[config.mk]
export PLATFORM = sky130hd
export DESIGN_NAME = scma_divider
export DESIGN_NICKNAME = d
export VERILOG_FILES = /design/src/rtl/scma_pkg.sv /design/src/rtl/scma_divider.sv
export SDC_FILE = /design/constraint.sdc
export NUM_CORES = 1
export LEC_CHECK = 0
export ABC_AREA = 0
export BUFFER_PORTS_ARGS = -buffer_cell sky130_fd_sc_hd__clkbuf_2
export CORE_AREA = 2 2 81 83
export CTS_BUF_LIST = sky130_fd_sc_hd__clkbuf_4 sky130_fd_sc_hd__clkbuf_8
export DETAILED_ROUTE_END_ITERATION = 7
export DIE_AREA = 0 0 83 85
export PLACE_DENSITY = 0.72
export SYNTH_ARGS = -nofsm -noshare
export SYNTH_HDL_FRONTEND = slang
export SYNTH_SLANG_ARGS = --single-unit
[constraint.sdc]
create_clock -name clk -period 2.6 [get_ports clk]
set_input_delay 0.52 -clock clk [delete_from_list [all_inputs] [get_ports clk]]
set_output_delay 0.52 -clock clk [all_outputs]
set_load 0.01 [all_outputs]
[src/rtl/scma_pkg.sv]
// ============================================================================
// Six-channel moving average: shared package
// Constants for the top level and the status type shared with the divider units.
// ============================================================================
package scma_pkg;

    // Number of averaged channels in one sample.
    localparam int NUM_CHANNELS = 6;

    // Width of the pass-through timestamp.
    localparam int TIME_BITS = 32;

    // Width of the window length register and its value after reset.
    localparam int CFG_BITS = 7;
    localparam logic [CFG_BITS-1:0] WINDOW_RESET = 7'd10;

    // Status that a divider reports to the sequencer.
    typedef struct packed {
        logic busy;     // A division is in progress.
        logic done;     // The quotient output holds the latest result.
    } div_status_t;

endpackage

[src/rtl/scma_divider.sv]
// ============================================================================
// Bit-serial signed divider
// Divides a signed running sum by an unsigned sample count, one quotient bit
// per cycle, and truncates the quotient toward zero.
// ============================================================================
module scma_divider #(
    parameter int SUM_BITS = 23,
    parameter int CNT_BITS = 7,
    parameter int QUO_BITS = 16
) (
    input  logic                        clk,
    input  logic                        rstn,
    input  logic                        start,
    input  logic signed [SUM_BITS-1:0]  dividend,
    input  logic [CNT_BITS-1:0]         divisor,
    output scma_pkg::div_status_t       status,
    output logic [QUO_BITS-1:0]         quotient
);

    localparam int STEP_BITS = $clog2(SUM_BITS + 1);

    logic [STEP_BITS-1:0] step_reg;
    logic                 done_reg;
    logic                 neg_reg;
    logic [SUM_BITS-1:0]  quo_reg;
    logic [CNT_BITS-1:0]  rem_reg;
    logic [CNT_BITS-1:0]  div_reg;

    logic [SUM_BITS-1:0]  raw_dividend;
    logic [SUM_BITS-1:0]  magnitude;
    logic [CNT_BITS:0]    trial;
    logic [CNT_BITS:0]    diff;
    logic                 fits;
    logic [CNT_BITS-1:0]  rem_next;
    logic [SUM_BITS-1:0]  quo_next;
    logic [SUM_BITS-1:0]  signed_quo;

    // Magnitude of the dividend; the most negative sum still fits unsigned.
    assign raw_dividend = dividend;
    assign magnitude    = raw_dividend[SUM_BITS-1] ? (~raw_dividend + 1'b1) : raw_dividend;

    // One restoring step: shift in the next dividend bit and try to subtract.
    always_comb begin
        trial    = {rem_reg, quo_reg[SUM_BITS-1]};
        diff     = trial - {1'b0, div_reg};
        fits     = (trial >= {1'b0, div_reg});
        rem_next = fits ? diff[CNT_BITS-1:0] : trial[CNT_BITS-1:0];
        quo_next = {quo_reg[SUM_BITS-2:0], fits};
    end

    // Step counter and completion flag.
    always_ff @(posedge clk) begin
        if (!rstn) begin
            step_reg <= '0;
            done_reg <= 1'b0;
        end else if (start) begin
            step_reg <= STEP_BITS'(SUM_BITS);
            done_reg <= 1'b0;
        end else if (step_reg != '0) begin
            step_reg <= step_reg - 1'b1;
            if (step_reg == STEP_BITS'(1)) begin
                done_reg <= 1'b1;
            end
        end
    end

    // Datapath registers.
    always_ff @(posedge clk) begin
        if (start) begin
            neg_reg <= raw_dividend[SUM_BITS-1];
            quo_reg <= magnitude;
            rem_reg <= '0;
            div_reg <= divisor;
        end else if (step_reg != '0) begin
            quo_reg <= quo_next;
            rem_reg <= rem_next;
        end
    end

    // Restore the sign; the mean always fits the sample width.
    assign signed_quo  = neg_reg ? (~quo_reg + 1'b1) : quo_reg;
    assign quotient    = signed_quo[QUO_BITS-1:0];
    assign status.busy = (step_reg != '0);
    assign status.done = done_reg;

endmodule
==> qor.csv <==
metric;value;unit
outcome;finished clean;
Comb pwr share;0.395;
worst hold path class;input pin to flop;
via count;2489;
Startpoint Class;flop;
Post-synth EDFFs;31;
Clk Latency, worst-skew pair;0.31;ns
Place WS;0.142;ns
IO buf count;50;
global route total overflow;0;
WP data arrival;1.96;ns
maximum clock path buffer count;2;
final net count;419;
Mean Syn Cell Area;9.23;µm²
R2R depth;6;
Setup CP Type;flop to output pin;
max FFs per register;23;
Initial DRC Count;114;
Max Slew Vio Count;0;
# diodes;0;
Post-DRT Antenna Nets;0;
Pwr Density;737;mW/mm²
slowest cell delay on critical path;0.44;ns
DIE WIDTH;83;µm
VDD IR-drop max;0.000389;V
Core Rows;29;
sequential cell area fraction in the yosys report;0.398;
Root Driver;clkbuf_8;
fin crit period;2.48;ns
CTS tree;built;
Mapped Nets;369;
worst-margin pin slew;0.537;ns
Worst Min Path Start;divisor[6];
Worst Hold Depth;1;
cts bufs inserted;5;
ranking of synthesized cells by area;edfxtp_1 (31%), dfxtp_1 (8.7%), xnor2_1 (5.6%);
critical path endpoint category;output pin;
die area;0.00706;mm²
RD Place Congestion;0.850;
Max Freq;403;MHz
minimum hold slack;0.390;ns
fin crit share;0.955;
switching share of total power;0.349;
Core Region;0.00620;mm²
global-route wire length before repair;10.3;mm
async set-or-reset flop fraction in the synthesized netlist;0;
Worst R2R Start;rem_reg[4]$_SDFFE_PP0P_;
Final WS setup;0.116;ns
Clk network pwr share;0.211;
synth unique cells;45;
Seq. cell area;0.00119;mm²
1st-pass router iterations;4;
Req. time, crit path;2.08;ns
sw power;0.000899;W
largest area contributor in the netlist;edfxtp_1;
number of failing hold endpoints at the final stage;0;
GR Util All Layers;0.177;
FF-to-FF setup slack;0.41;ns
layout cells sized above 1;0.237;
die height;85;µm
Clock Pin Slew Worst Setup and Hold Paths;0.09;ns
Post-Route Utilization;0.562;
Synth warnings;0;
detailed-placement wirelength estimate;4.60;mm
largest net degree at the start of global routing;51;
Setup Viol. Count Final;0;
filler instances;563;
final setup TNS;0;ns
final wirelength;6.31;mm
cell count after synthesis;324;
routed vias/inst;5.51;
Area Overhead vs Synth;16.7;%
Yosys reg bits;44;
drt wl/cell;14.0;µm
footprint of the multi-input gates;0.00168;mm²
vias in the first global route;2249;
I/O pin count;51;
tightest slew margin relative to the limit;0.640;
initial core utilization;0.482;
Hold Path Sink;div_reg[6]$_DFFE_PP_;
Flop pwr share;0.393;
crit path max fanout;4;
H-tree depth;2;
CTS sink count;44;
most common cell in the netlist;nor2_1;
Synth Flop Type;edfxtp_1;
synth cell count leaders;nor2_1 (37), edfxtp_1 (31), a21oi_1 (25);
Reg-to-Reg End;rem_reg[0]$_SDFFE_PP0P_;
crit-path cells;inv_1 > ha_2 > nor2b_4 > nand4_1 > o31ai_2 > xnor2_1 > buf_2;
slowest cell on the critical path;edfxtp_1;
Max Cap Violations;0;
Static Leakage;1.43;nW
Mapped Area;0.00299;mm²
clock skew;0.0119;ns
initial antenna violation count;0;
Pint;0.00167;W
Synth top area share;0.311;
DRC;0;
[routing by layer]
layer  part of all wire  track usage
met5                  0            0
met4              0.019       0.0641
met3              0.035       0.0253
met2               0.49        0.304
met1               0.46        0.229
[kinds of logic (layout without fill, tap and decap cells)]
kind of cell,count (synthesis),count (layout),synth area share
mux,11,11,0.0397
simple gates,112,112,0.186
flops,44,44,0.398
compound gates,72,72,0.164
xor+xnor,37,37,0.108
buf+inv,36,87,0.0502
fa+ha+maj,12,12,0.0527
[power by group through the flow]
stage | registers (W) | clock network [W] | logic (W)
2_1_floorplan | 0.000988 | 0 | 0.000729
3_3_place_gp | 0.00102 | 0 | 0.000937
3_5_place_dp | 0.00103 | 0 | 0.000960
4_1_cts | 0.00101 | 0.000552 | 0.000965
5_1_grt | 0.00103 | 0.000570 | 0.00114
6_report | 0.00101 | 0.000544 | 0.00102
[layout make-up]
class,count,area share
inverters,20,0.0215
well taps,77,0.0276
multi-input cells,244,0.483
repair buffers,59,0.0947
clock buffers,6,0.0219
flip-flops and latches,44,0.341
clock inverters,2,0.0100
[worst max path at each step]
stage,end,start,slack [ns],cells past startpoint
2_1_floorplan,quo_reg[18]$_DFFE_PP_,dividend[7],0.37,6
3_3_place_gp,quo_reg[19]$_DFFE_PP_,dividend[7],0.19,6
3_5_place_dp,quo_reg[21]$_DFFE_PP_,dividend[15],0.14,6
4_1_cts,quotient[13],quo_reg[2]$_DFFE_PP_,0.06,6
5_1_grt,quotient[12],quo_reg[0]$_DFFE_PP_,-0.01,7
6_report,quotient[12],quo_reg[0]$_DFFE_PP_,0.12,7
[through the flow]
stage	instance area (µm²)	total power, W	cells
floorplan	2990	0.00172	324
global placement	3310	0.00196	440
detailed placement	3310	0.00199	440
CTS	3430	0.00253	448
global route	3490	0.00274	452
finish	3490	0.00257	452
[critical path, delay by kind of cell, from the launching register on]
family / cells / cell delay (ns)
flip-flops: 1 / 0.44
AND/OR/NAND/NOR: 2 / 0.35
AO/OA/AOI/OAI: 1 / 0.28
buffers and inverters: 2 / 0.25
adder cells (fa/ha/maj): 1 / 0.19
XOR/XNOR: 1 / 0.15
[layout by cell type, fill, tap and decap left out, types with 6 or more instances in the layout]
master,n
a21oi_1,25
buf_4,8
clkbuf_2,49
dfxtp_1,13
edfxtp_1,31
ha_1,10
inv_1,20
mux2i_1,7
nand2_1,16
nand3_1,9
nor2_1,36
nor3_1,15
o21ai_0,13
o31ai_1,6
or3_1,6
xnor2_1,19
xor2_1,18
[repair_timing]
action                     4_1_cts  5_1_grt
setup endpoints to repair        1        8
pin swaps                        0        1
gates resized for setup          1        8
setup buffers                    0        4
hold buffers                     0        0
Power figures use the tool's default switching activity.
